===== config.mk =====
export PLATFORM = sky130hd
export DESIGN_NAME = nearest_value_sorted_set
export DESIGN_NICKNAME = d
export VERILOG_FILES = /design/src/rtl/nvs_pkg.sv /design/src/rtl/nvs_front.sv /design/src/rtl/nvs_queue.sv /design/src/rtl/nvs_back.sv /design/src/rtl/nearest_value_sorted_set.sv
export VERILOG_INCLUDE_DIRS = /design/src /design/src/rtl
export SDC_FILE = /design/constraint.sdc
export NUM_CORES = 2
export LEC_CHECK = 0
export ABC_AREA = 1
export BUFFER_PORTS_ARGS = -buffer_cell sky130_fd_sc_hd__buf_2
export CORE_AREA = 2 2 388 390
export DETAILED_ROUTE_END_ITERATION = 8
export DIE_AREA = 0 0 390 392
export PLACE_DENSITY = 0.54
export SYNTH_ARGS = -nofsm -noshare
export SYNTH_HDL_FRONTEND = slang
export SYNTH_SLANG_ARGS = --single-unit
export TNS_END_PERCENT = 5

===== constraint.sdc =====
create_clock -name clk -period 5.4 [get_ports clk]
set_clock_uncertainty 0.15 [all_clocks]
set_input_delay 1.08 -clock clk [delete_from_list [all_inputs] [get_ports clk]]
set_output_delay 1.08 -clock clk [all_outputs]
set_load 0.02 [all_outputs]

===== src/rtl/nearest_value_sorted_set_macros.svh =====
// ----------------------------------------------------------------------------
// Assertion macros for the nearest value sorted set.
// Shared property forms used by the checks at the end of the top level.
// ----------------------------------------------------------------------------
`ifndef NEAREST_VALUE_SORTED_SET_MACROS_SVH
`define NEAREST_VALUE_SORTED_SET_MACROS_SVH

// Same-cycle implication, disabled during reset.
`define NVS_ASSERT_SAME(label, ante, cons, msg) \
  label: assert property (@(posedge clk) disable iff (rst) (ante) |-> (cons)) \
    else $error(msg);

// Next-cycle implication, disabled during reset.
`define NVS_ASSERT_NEXT(label, ante, cons, msg) \
  label: assert property (@(posedge clk) disable iff (rst) (ante) |=> (cons)) \
    else $error(msg);

`endif


===== src/rtl/nvs_pkg.sv =====
// ----------------------------------------------------------------------------
// nvs_pkg
// Types and constants shared by the nearest value sorted set modules.
// ----------------------------------------------------------------------------
`timescale 1ns / 1ps
`default_nettype none

package nvs_pkg;

  localparam int CAPACITY = 16;
  localparam int CNT_W    = $clog2(CAPACITY + 1);
  localparam int KEY_W    = 32;
  localparam int FUNC_W   = 2;
  localparam int STATUS_W = 2;
  localparam int ENTRY_W  = 5;
  localparam int QDEPTH   = 2;
  localparam int QPTR_W   = $clog2(QDEPTH);
  localparam int QFILL_W  = $clog2(QDEPTH + 1);
  localparam int OUT_W    = 1 + KEY_W + STATUS_W + ENTRY_W;

  typedef enum logic [FUNC_W-1:0] {
    OP_INSERT = 2'd0,
    OP_QUERY  = 2'd1,
    OP_CLEAR  = 2'd2,
    OP_NOP    = 2'd3
  } op_t;

  typedef enum logic [STATUS_W-1:0] {
    STAT_OK   = 2'd0,
    STAT_DUP  = 2'd1,
    STAT_FULL = 2'd2
  } status_t;

  typedef enum logic [1:0] {
    S_IDLE,
    S_CMP,
    S_EXE
  } state_t;

  typedef struct packed {
    op_t                     op;
    logic signed [KEY_W-1:0] key;
  } cmd_t;

endpackage

`default_nettype wire


===== src/rtl/nvs_front.sv =====
// ----------------------------------------------------------------------------
// nvs_front
// Accepts input transactions, decodes the operation and registers a command.
// ----------------------------------------------------------------------------
`timescale 1ns / 1ps
`default_nettype none

module nvs_front (
  input  wire logic                        clk,
  input  wire logic                        rst,
  input  wire logic                        s_tvalid,
  output logic                             s_tready,
  input  wire logic [nvs_pkg::KEY_W-1:0]   s_tdata,
  input  wire logic [nvs_pkg::FUNC_W-1:0]  s_tuser,
  output logic                             cmd_valid,
  output nvs_pkg::cmd_t                    cmd,
  input  wire logic                        cmd_ready
);

  nvs_pkg::cmd_t cmd_next;

  assign s_tready = !cmd_valid || cmd_ready;

  always_comb begin
    cmd_next.key = $signed(s_tdata);
    unique case (s_tuser)
      nvs_pkg::OP_INSERT: cmd_next.op = nvs_pkg::OP_INSERT;
      nvs_pkg::OP_QUERY:  cmd_next.op = nvs_pkg::OP_QUERY;
      nvs_pkg::OP_CLEAR:  cmd_next.op = nvs_pkg::OP_CLEAR;
      default:            cmd_next.op = nvs_pkg::OP_NOP;
    endcase
  end

  always_ff @(posedge clk) begin
    if (rst) begin
      cmd_valid <= 1'b0;
    end else if (s_tready) begin
      cmd_valid <= s_tvalid;
    end
  end

  always_ff @(posedge clk) begin
    if (s_tvalid && s_tready) begin
      cmd <= cmd_next;
    end
  end

endmodule

`default_nettype wire


===== src/rtl/nvs_queue.sv =====
// ----------------------------------------------------------------------------
// nvs_queue
// Short command queue that decouples the decoder from the execution unit.
// ----------------------------------------------------------------------------
`timescale 1ns / 1ps
`default_nettype none

module nvs_queue (
  input  wire logic           clk,
  input  wire logic           rst,
  input  wire logic           push_valid,
  output logic                push_ready,
  input  wire nvs_pkg::cmd_t  push_cmd,
  output logic                pop_valid,
  input  wire logic           pop_ready,
  output nvs_pkg::cmd_t       pop_cmd
);

  nvs_pkg::cmd_t                   entries [nvs_pkg::QDEPTH];
  logic [nvs_pkg::QPTR_W-1:0]      wr_ptr;
  logic [nvs_pkg::QPTR_W-1:0]      rd_ptr;
  logic [nvs_pkg::QFILL_W-1:0]     fill;
  logic                            do_push;
  logic                            do_pop;

  assign push_ready = fill != nvs_pkg::QFILL_W'(nvs_pkg::QDEPTH);
  assign pop_valid  = fill != '0;
  assign pop_cmd    = entries[rd_ptr];
  assign do_push    = push_valid && push_ready;
  assign do_pop     = pop_valid && pop_ready;

  always_ff @(posedge clk) begin
    if (rst) begin
      wr_ptr <= '0;
      rd_ptr <= '0;
      fill   <= '0;
    end else begin
      if (do_push) begin
        wr_ptr <= wr_ptr + 1'b1;
      end
      if (do_pop) begin
        rd_ptr <= rd_ptr + 1'b1;
      end
      if (do_push && !do_pop) begin
        fill <= fill + 1'b1;
      end else if (do_pop && !do_push) begin
        fill <= fill - 1'b1;
      end
    end
  end

  always_ff @(posedge clk) begin
    if (do_push) begin
      entries[wr_ptr] <= push_cmd;
    end
  end

endmodule

`default_nettype wire


===== src/rtl/nvs_back.sv =====
// ----------------------------------------------------------------------------
// nvs_back
// Sorted cell array with compare and execute steps and a result register.
// ----------------------------------------------------------------------------
`timescale 1ns / 1ps
`default_nettype none

module nvs_back (
  input  wire logic                       clk,
  input  wire logic                       rst,
  input  wire logic                       cmd_valid,
  output logic                            cmd_ready,
  input  wire nvs_pkg::cmd_t              cmd,
  output logic                            m_tvalid,
  input  wire logic                       m_tready,
  output logic [nvs_pkg::OUT_W-1:0]       m_tdata
);

  localparam int N = nvs_pkg::CAPACITY;

  nvs_pkg::state_t                   state;
  nvs_pkg::state_t                   state_next;
  nvs_pkg::cmd_t                     cur;
  logic signed [nvs_pkg::KEY_W-1:0]  cells [N];
  logic signed [nvs_pkg::KEY_W-1:0]  cells_next [N];
  logic [nvs_pkg::CNT_W-1:0]         count;
  logic [nvs_pkg::CNT_W-1:0]         count_next;
  logic [N-1:0]                      lt;
  logic [N-1:0]                      eq;
  logic [N-1:0]                      lt_next;
  logic [N-1:0]                      eq_next;
  logic [N-1:0]                      sel_lo;
  logic [N-1:0]                      sel_hi;
  logic signed [nvs_pkg::KEY_W-1:0]  lo_val;
  logic signed [nvs_pkg::KEY_W-1:0]  hi_val;
  logic signed [nvs_pkg::KEY_W:0]    dist_lo;
  logic signed [nvs_pkg::KEY_W:0]    dist_hi;
  logic                              out_free;
  logic                              exe;
  logic                              res_found;
  logic signed [nvs_pkg::KEY_W-1:0]  res_value;
  nvs_pkg::status_t                  res_status;
  logic                              out_found;
  logic signed [nvs_pkg::KEY_W-1:0]  out_value;
  nvs_pkg::status_t                  out_status;
  logic [nvs_pkg::ENTRY_W-1:0]       out_count;

  assign out_free = !m_tvalid || m_tready;

  always_comb begin
    state_next = state;
    unique case (state)
      nvs_pkg::S_IDLE: if (cmd_valid) state_next = nvs_pkg::S_CMP;
      nvs_pkg::S_CMP:  state_next = nvs_pkg::S_EXE;
      nvs_pkg::S_EXE: begin
        if (out_free) begin
          state_next = cmd_valid ? nvs_pkg::S_CMP : nvs_pkg::S_IDLE;
        end
      end
      default: state_next = nvs_pkg::S_IDLE;
    endcase
  end

  always_comb begin
    cmd_ready = 1'b0;
    exe       = 1'b0;
    unique case (state)
      nvs_pkg::S_IDLE: cmd_ready = 1'b1;
      nvs_pkg::S_CMP:  cmd_ready = 1'b0;
      nvs_pkg::S_EXE: begin
        cmd_ready = out_free;
        exe       = out_free;
      end
      default: cmd_ready = 1'b0;
    endcase
  end

  always_comb begin
    for (int i = 0; i < N; i++) begin
      lt_next[i] = (nvs_pkg::CNT_W'(i) < count) && (cells[i] < cur.key);
      eq_next[i] = (nvs_pkg::CNT_W'(i) < count) && (cells[i] == cur.key);
    end
  end

  always_comb begin
    lo_val = '0;
    hi_val = '0;
    for (int i = 0; i < N; i++) begin
      sel_lo[i] = lt[i] && ((i == N - 1) || !lt[(i + 1) % N]);
      sel_hi[i] = !lt[i] && (nvs_pkg::CNT_W'(i) < count) && ((i == 0) || lt[(i + N - 1) % N]);
      lo_val    = lo_val | (cells[i] & {nvs_pkg::KEY_W{sel_lo[i]}});
      hi_val    = hi_val | (cells[i] & {nvs_pkg::KEY_W{sel_hi[i]}});
    end
    dist_lo = $signed({cur.key[nvs_pkg::KEY_W-1], cur.key}) -
              $signed({lo_val[nvs_pkg::KEY_W-1], lo_val});
    dist_hi = $signed({hi_val[nvs_pkg::KEY_W-1], hi_val}) -
              $signed({cur.key[nvs_pkg::KEY_W-1], cur.key});
  end

  always_comb begin
    cells_next = cells;
    count_next = count;
    res_found  = 1'b0;
    res_value  = '0;
    res_status = nvs_pkg::STAT_OK;
    case (cur.op)
      nvs_pkg::OP_INSERT: begin
        if (|eq) begin
          res_status = nvs_pkg::STAT_DUP;
        end else if (count == nvs_pkg::CNT_W'(N)) begin
          res_status = nvs_pkg::STAT_FULL;
        end else begin
          for (int i = 0; i < N; i++) begin
            if (!lt[i]) begin
              if ((i == 0) || lt[(i + N - 1) % N]) begin
                cells_next[i] = cur.key;
              end else begin
                cells_next[i] = cells[(i + N - 1) % N];
              end
            end
          end
          count_next = count + 1'b1;
        end
      end
      nvs_pkg::OP_QUERY: begin
        if (count != '0) begin
          res_found = 1'b1;
          if (!(|lt)) begin
            res_value = hi_val;
          end else if (!(|sel_hi)) begin
            res_value = lo_val;
          end else begin
            res_value = (dist_lo <= dist_hi) ? lo_val : hi_val;
          end
        end
      end
      nvs_pkg::OP_CLEAR: count_next = '0;
      default: count_next = count;
    endcase
  end

  always_ff @(posedge clk) begin
    if (rst) begin
      state    <= nvs_pkg::S_IDLE;
      count    <= '0;
      m_tvalid <= 1'b0;
    end else begin
      state <= state_next;
      if (exe) begin
        count    <= count_next;
        m_tvalid <= 1'b1;
      end else if (m_tready) begin
        m_tvalid <= 1'b0;
      end
    end
  end

  always_ff @(posedge clk) begin
    if (cmd_valid && cmd_ready) begin
      cur <= cmd;
    end
    if (state == nvs_pkg::S_CMP) begin
      lt <= lt_next;
      eq <= eq_next;
    end
    if (exe) begin
      cells      <= cells_next;
      out_found  <= res_found;
      out_value  <= res_value;
      out_status <= res_status;
      out_count  <= nvs_pkg::ENTRY_W'(count_next);
    end
  end

  assign m_tdata = {out_count, out_status, out_value, out_found};

endmodule

`default_nettype wire


===== src/rtl/nearest_value_sorted_set.sv =====
// ----------------------------------------------------------------------------
// nearest_value_sorted_set
// Ordered set of distinct signed values with insert, clear and nearest query.
//
// Input stream: s_tuser carries the operation (insert, query, clear), s_tdata
// carries the key. Every input transaction yields exactly one output
// transaction on the m_ group with found, nearest value, status and count.
// A decoder stage and a two-entry command queue sit in front of the
// execution unit, so input transactions are taken while a result waits.
// For each operation the execution unit first compares the key against all
// cells in parallel, then shifts cells or selects the neighbors and
// registers the result. It accepts the next command while it registers
// the current result, unless the receiver holds the output stalled.
// Reset empties the set and drops any queued commands; it needs no
// clearing pass. When the receiver holds m_tready low, the result stays
// stable, the queue fills, and s_tready falls once the queue and decoder
// register are full.
// ----------------------------------------------------------------------------
`timescale 1ns / 1ps
`default_nettype none

`include "nearest_value_sorted_set_macros.svh"

module nearest_value_sorted_set (
  input  wire logic        clk,
  input  wire logic        rst,
  input  wire logic        s_tvalid,
  output logic             s_tready,
  input  wire logic [31:0] s_tdata,   // key
  input  wire logic [1:0]  s_tuser,   // func
  output logic             m_tvalid,
  input  wire logic        m_tready,
  output logic [39:0]      m_tdata    // found, nearest_value, status, entry_count
);

  logic          f_valid;
  logic          f_ready;
  nvs_pkg::cmd_t f_cmd;
  logic          q_valid;
  logic          q_ready;
  nvs_pkg::cmd_t q_cmd;

  nvs_front u_front (
    .clk       (clk),
    .rst       (rst),
    .s_tvalid  (s_tvalid),
    .s_tready  (s_tready),
    .s_tdata   (s_tdata),
    .s_tuser   (s_tuser),
    .cmd_valid (f_valid),
    .cmd       (f_cmd),
    .cmd_ready (f_ready)
  );

  nvs_queue u_queue (
    .clk        (clk),
    .rst        (rst),
    .push_valid (f_valid),
    .push_ready (f_ready),
    .push_cmd   (f_cmd),
    .pop_valid  (q_valid),
    .pop_ready  (q_ready),
    .pop_cmd    (q_cmd)
  );

  nvs_back u_back (
    .clk       (clk),
    .rst       (rst),
    .cmd_valid (q_valid),
    .cmd_ready (q_ready),
    .cmd       (q_cmd),
    .m_tvalid  (m_tvalid),
    .m_tready  (m_tready),
    .m_tdata   (m_tdata)
  );

  `NVS_ASSERT_SAME(a_count_range, m_tvalid, m_tdata[39:35] <= 5'(nvs_pkg::CAPACITY), "count above capacity")
  `NVS_ASSERT_SAME(a_full_count, m_tvalid && m_tdata[34:33] == nvs_pkg::STAT_FULL, m_tdata[39:35] == 5'(nvs_pkg::CAPACITY), "full status with room left")
  `NVS_ASSERT_SAME(a_found_ok, m_tvalid && m_tdata[0], m_tdata[34:33] == nvs_pkg::STAT_OK && m_tdata[39:35] != 5'd0, "found on empty set or with error status")
  `NVS_ASSERT_NEXT(a_stall_hold, m_tvalid && !m_tready, m_tvalid && $stable(m_tdata), "result changed under stall")

endmodule

`default_nettype wire


Word-level counts from Yosys, hierarchy flattened
Memories as Yosys holds them, arrays and structs flattened. A register that Yosys moved wholly into a read port is not among the register bits.
Cells that the tools add are included.

word-level totals
  register bits = 631
  latch bits = 0
  bits in writable memories = 68
  memory bits (read-only) = 0
  bits of input ports = 38
  output and inout bits = 42
  logic and storage cells = 351
  memories = 1

cells by class
  add/sub/neg operators = 7
  $mul = 0
  div/mod/pow operators = 0
  order comparisons = 33
  equality and inequality tests = 26
  shifts and indexed selects = 0
  multiplexer cells = 37
  bitwise operators = 81
  reductions and logical operators = 134

memories
  name             words  bits a word  rd ports  clocked after Yosys merged registers in  wr ports  line             RTL
  u_queue.entries  2      34           1         1                                        1         nvs_queue.sv:19  nvs_pkg::cmd_t entries [nvs_pkg::QDEPTH];

operators by type and width
  operator            number
  $and 32x32->32      32
  $or 32x32->32       30
  $mux 32             18
  $eq 32x32->1        16
  $lt 32x32->1        16
  $logic_and 1x1->1   83
  $reduce_and 5->1    16
  $sub 32x32->33      2
  $reduce_or 16->1    3
  $lt 4x5->1 const A  8
  $le 33x33->1        1
  $logic_not 1->1     20
  $lt 3x5->1 const A  4
  $not 1->1           19
  $reduce_or 17->1    1
  $pmux 2 s3          2
  $lt 1x5->1 const A  2
  $lt 2x5->1 const A  2
  $mux 2              5
  $mux 5              2
  $pmux 5 s2          1
  $mux 1              8
  $eq 2x1->1 const B  3
  $eq 2x2->1 const B  3
  other kinds (13)    21

Longest topological paths before layout
  depth in word-level cells = 24
  gate-level depth with buffers = 41
  depth with buffers taken out = 38

By module
Synthesis repeated with hierarchy kept, for this count alone.

unflattened totals
  cells, all modules = 6,171
  area total of the unflattened synthesis = 52,268.9 µm²

by module, submodules not included
  module     instances  cells each  area an instance (µm²)  sequential area each (µm²)
  nvs_back   1          5,986       48,345.1                18,718.0
  nvs_queue  1          143         2,847.7                 2,142.1
  nvs_front  1          42          1,076.0                 1,041.0

Least setup slack after synthesis
No wires, ideal clock.

  path kind = register -> register
  start point = register u_back.count[4] in the netlist's numbering
  end point = register u_back.out_value[1] in the netlist's numbering (data pin)
  library setup time = 0.255 ns
  arrival = 4.414 ns
  required time = 4.995 ns
  path slack = 0.581 ns
  cell stages (with the launch flop) = 39
  path buffers = 3
  period minus slack after synthesis = 4.819 ns
  cells stage by stage = dfxtp_1 buf_2 nor2_8 nand2_1 inv_2 o21ai_1 nand2_1 inv_1 buf_2 nand2_1 nand4_1 nor3_1 nand2_1 inv_1 ha_1 inv_1 fa_1 nand3_1 [3 not listed] nand2_1 nand2_1 a21o_1 nand3_1 nand2_1 nand2_1 nand2_1 ha_1 nand2_1 nor2_1 nand4_1 nor2_1 nand3_1 nand4_1 nand3_4 buf_4 a21oi_1 nor2_1

between the ends
  word-level cells in the longest chain between the ends = 24
  elaborated cells between the ends (all ways) = 86
  those cells by class = 1 x add/sub; 17 x order compare; 3 x mux; 31 x bitwise; 34 x reduce/logical

RTL lines
  element                         line             RTL
  start: declaration              nvs_back.sv:26   logic [nvs_pkg::CNT_W-1:0] count;
  start signal: assignment        nvs_back.sv:150  count <= count_next;
  $lt 1x5->1                      nvs_back.sv:90   sel_hi[i] = !lt[i] && (nvs_pkg::CNT_W'(i) < count) && ((i == 0) || lt[(i + N - 1) % N]);
  $logic_and 1x1->1 (2 in a row)  nvs_back.sv:90
  $and 32x32->32                  nvs_back.sv:92   hi_val = hi_val | (cells[i] & {nvs_pkg::KEY_W{sel_hi[i]}});
  $or 32x32->32 (15 in a row)     nvs_back.sv:92
  $sub 32x32->33                  nvs_back.sv:96   dist_hi = $signed({hi_val[nvs_pkg::KEY_W-1], hi_val}) -
  $le 33x33->1                    nvs_back.sv:133  res_value = (dist_lo <= dist_hi) ? lo_val : hi_val;
  $mux 32                         nvs_back.sv:133
  $mux 32                         nvs_back.sv:130  end else if (!(|sel_hi)) begin
  $mux 32                         nvs_back.sv:128  if (!(|lt)) begin
  end signal: assignment          nvs_back.sv:169  out_value <= res_value;
  end: declaration                nvs_back.sv:44   logic signed [nvs_pkg::KEY_W-1:0] out_value;

Parallel ways exist; a longest one is shown, timed or not.
A chain may end at the register's enable or synchronous reset.

Final worst setup path
  start point = register u_back.lt[13]
  end point = register u_back.out_value[26] in the netlist's numbering (data pin)

between the ends
  word-level cells in the longest chain between the ends = 12
  elaborated cells between the ends (all ways) = 25
  those cells by class = 2 x add/sub; 1 x order compare; 3 x mux; 11 x bitwise; 8 x reduce/logical

RTL lines
  element                                              line                            RTL
  start: declaration                                   nvs_back.sv:28                  logic [N-1:0] lt;
  start signal: assignment                             nvs_back.sv:163                 lt <= lt_next;
  $logic_not 1->1                                      nvs_back.sv:89, nvs_back.sv:90
  $logic_and 1x1->1 (on tied branches)                 nvs_back.sv:89, nvs_back.sv:90
  $and 32x32->32 or $logic_and 1x1->1 (tied branches)  nvs_back.sv:91, nvs_back.sv:90
  $or 32x32->32 or $and 32x32->32 (tied branches)      nvs_back.sv:91, nvs_back.sv:92
  $or 32x32->32 (on tied branches) (3 in a row)        nvs_back.sv:91, nvs_back.sv:92
  $sub 32x32->33 (on tied branches)                    nvs_back.sv:94, nvs_back.sv:96
  $le 33x33->1                                         nvs_back.sv:133
  $mux 32                                              nvs_back.sv:133
  $mux 32                                              nvs_back.sv:130
  $mux 32 *                                            nvs_back.sv:128

Every way passes the cells marked *; elsewhere a longest branch is shown, timed or not.

==> reports/results.ini <==
[placement]
place_hpwl_mm = 224
place_ws_ns = -0.814
portBuffers = 79
gp_congestion = 1.09

[clock_tree]
path_clk_slew_ns = 0.06
clkLatencyLatePin_ns = 0.73
cts_buffers = 91
cts_buffer_depth = 3
root_buffer = clkbuf_16
cts.sinks = 733
cts_hold_buf = 0
htreeDepth = 3
cts_tree = built

[yosys]
ys_top_cells_by_count = nand2_1 (1283), inv_1 (744), edfxtp_1 (720)
syn-cell-area_sq_mm = 0.0518
synth-edff-count = 720
ys_seq_elements = 733
postSynthCellCount = 6102
ys.flop_type = edfxtp_1
ys_types = 50
syn_avg_cell_area_sq_um = 8.49
async_reset_ff_share_pct = 0
synth_fp_nets = 6754
yosysTopAreaCell = edfxtp_1
netlist_top_cells_area = edfxtp_1 (42%), ha_1 (15%), nand2_1 (9.3%)
yosysWarnings = 0
ys_seq_area_share_pct = 42.2
synth_top_cell_area_share_pct = 41.7
yosysMostFrequentCell = nand2_1

[timing]
post-route-period-util_pct = 105
grt_setup_unrepaired = true
slew_viol_final = 2
max-slew-margin-rel_pct = -2.93
timing.final.ws_setup_ns = -0.249
fin_hold_ws_ns = 0.295
hold_violations = 0
fmax_ghz = 0.177
setup_viol = 32
period_minus_slack_ns = 5.65
worst_slew_pin_slew_ns = 1.53

[drt]
routed_wl_mm = 290
wire_per_inst_microns = 32.9
vias_per_cell = 6.00
dr_total_vias = 52821
drt-initial-drc-count = 8045
drc = 0
ant_nets = 0
firstDrtPassIters = 7

[finish]
fillers = 14718
layout.nets = 7430
drive_gt1_share_pct = 17.9
syn_to_final_growth_pct = 23.7

[run_status]
outcome = finished, violations left
violations = capacitance limit, slew limit, setup timing

[die]
die_x_microns = 390
pin_count = 80
core_area_sq_mm = 0.149
design.die.area_sq_mm = 0.153
rows = 142
dieHeight_microns = 392
start_util_pct = 34.8

[power_and_ir_drop]
p_sw_mw = 16.7
power_frac_comb_pct = 59.9
intPower_mw = 18.6
leakagePower_nw = 27.9
ir_worst_vdd_uv = 478
p_per_area_mw_per_mm2 = 552
seq_power_share_pct = 21.8
switching_share_pct = 47.3
total_power_mw = 35.4
power_frac_clock_pct = 18.4

[global_route]
gr-max-usage-layer = met2
use_met2_pct = 54.1
grt_max_degree = 67
antenna_found_initial = 26
grt_overflow = 0
grt_use_met1_pct = 47.0
track_usage_pct = 36.9
grt_pass1_vias = 48904
use_met3_pct = 11.9
grt_pass1_wl_mm = 389

[worst_setup_path]
cp_common_cell = nor2_1
cp-end-kind = flop
critical_path_buf_inv_count = 7
critPathKind = reg2reg
max_stage_delay_ns = 0.48
crit_family = simple AND/OR/NAND/NOR gates
cpMaxStageDelayCell = o21ai_0
arrival_ns = 5.95
crit_required_ns = 5.70
worstSetupStartpointType = flop
path_max_fanout = 18

[min_path]
hp-class = reg2reg

[run]
max-cap-violations = 1

-- cell usage in the layout (no fill, tap or decap), drive strengths merged, types with 96 or more instances in the layout --
| cell | n |
|---|---|
| buf | 841 |
| a21oi | 414 |
| ha | 612 |
| nand4 | 96 |
| nor2 | 364 |
| nand3 | 210 |
| o21ai | 651 |
| inv | 762 |
| edfxtp | 720 |
| nand2 | 1286 |
| o22ai | 234 |
| clkbuf | 107 |
-- sequential cells by signal (all words and copies together) (netlist names) --
name / count
u_back.out_value: 32
u_front.cmd: 34
u_back.cells: 512
u_back.lt: 16
u_front.cmd_valid: 1
u_back.cur: 34
u_queue.entries: 68
u_back.out_status: 2
u_back.state: 2
u_queue.rd_ptr: 1
u_back.eq: 16
u_back.out_count: 5
u_back.out_found: 1
u_back.count: 5
u_queue.wr_ptr: 1
u_queue.fill: 2
u_back.m_tvalid: 1
-- worst reg2reg max path, delay by kind of cell (launching register included) --
kind                     cells  cell delay [ns]
XOR/XNOR                     1             0.20
AO/OA/AOI/OAI                3             0.91
buffers and inverters        7             1.09
adder cells (fa/ha/maj)      2             0.68
flip-flops                   1             0.46
AND/OR/NAND/NOR             16             1.93
-- routing by layer --
metal  up-vias  routed length (microns)
li1      22890                        -
met1     25240                   110000
met2      3774                   120000
met3       891                    38400
met4        26                    21100
met5         -                      171
-- power by group through the flow --
stage	clock, mW	sequential [mW]	combinational [mW]
after global placement	0	7.74	19.0
after floorplan	0	7.35	9.83
after CTS	6.52	7.63	20.2
after global routing	6.71	7.69	22.5
after detailed placement	0	7.73	19.2
final	6.50	7.70	21.2
-- final timing paths --
path,endpoint,slack (ns),cells past startpoint,start
max reg2reg,u_back.out_value[26]$_SDFFCE_PN0P_,-0.25,29,u_back.lt[13]$_DFFE_PN_
min reg2reg,u_queue.entries[1][32]$_DFFE_PP_,0.29,0,u_front.cmd[32]$_DFFE_PP_
min,u_queue.entries[1][32]$_DFFE_PP_,0.29,0,u_front.cmd[32]$_DFFE_PP_
max,u_back.out_value[26]$_SDFFCE_PN0P_,-0.25,29,u_back.lt[13]$_DFFE_PN_
-- stage by stage --
step	instance area, sq um	setup TNS (ns)	std cells	utilization, %
2_1_floorplan	51800	0	6102	-
3_3_place_gp	59700	-27.63	8588	40.1
3_5_place_dp	59700	-24.84	8588	40.1
4_1_cts	63700	-1.53	8782	42.8
5_1_grt	64100	-14.54	8791	43.0
6_report	64100	-7.05	8804	43.1
-- cell families (layout without fill, tap and decap cells) --
kind of cell	after synthesis	after routing	synth area share, %
AO/OA/AOI/OAI	1539	1539	16.8
XOR/XNOR	58	58	0.980
adder cells (fa/ha/maj)	614	614	14.9
buffers and inverters	1020	1765	7.54
flip-flops	733	733	42.2
multiplexers	34	34	0.739
other	0	13	0
AND/OR/NAND/NOR	2104	2104	16.9
-- timing repair --
item | 4_1_cts | 5_1_grt
pin swaps | 24 | 35
resized for setup | 144 | 69
setup endpoints to repair | 32 | 32
cloned | 3 | 0
setup buffers | 29 | 9
-- cell type report --
class                           count  area [sq um]  area share [%]
Timing Repair Buffer              841          6840            10.7
Sequential cell                   733         21900            34.1
Clock buffer                      107          2400            3.75
Antenna cell                       13          32.5          0.0507
Tap cell                         1944          2430            3.79
Inverter                          762          2860            4.46
Clock inverter                     55           618           0.964
Multi-Input combinational cell   4349         27000            42.2
No activity file was read; power rests on OpenSTA's default activity.
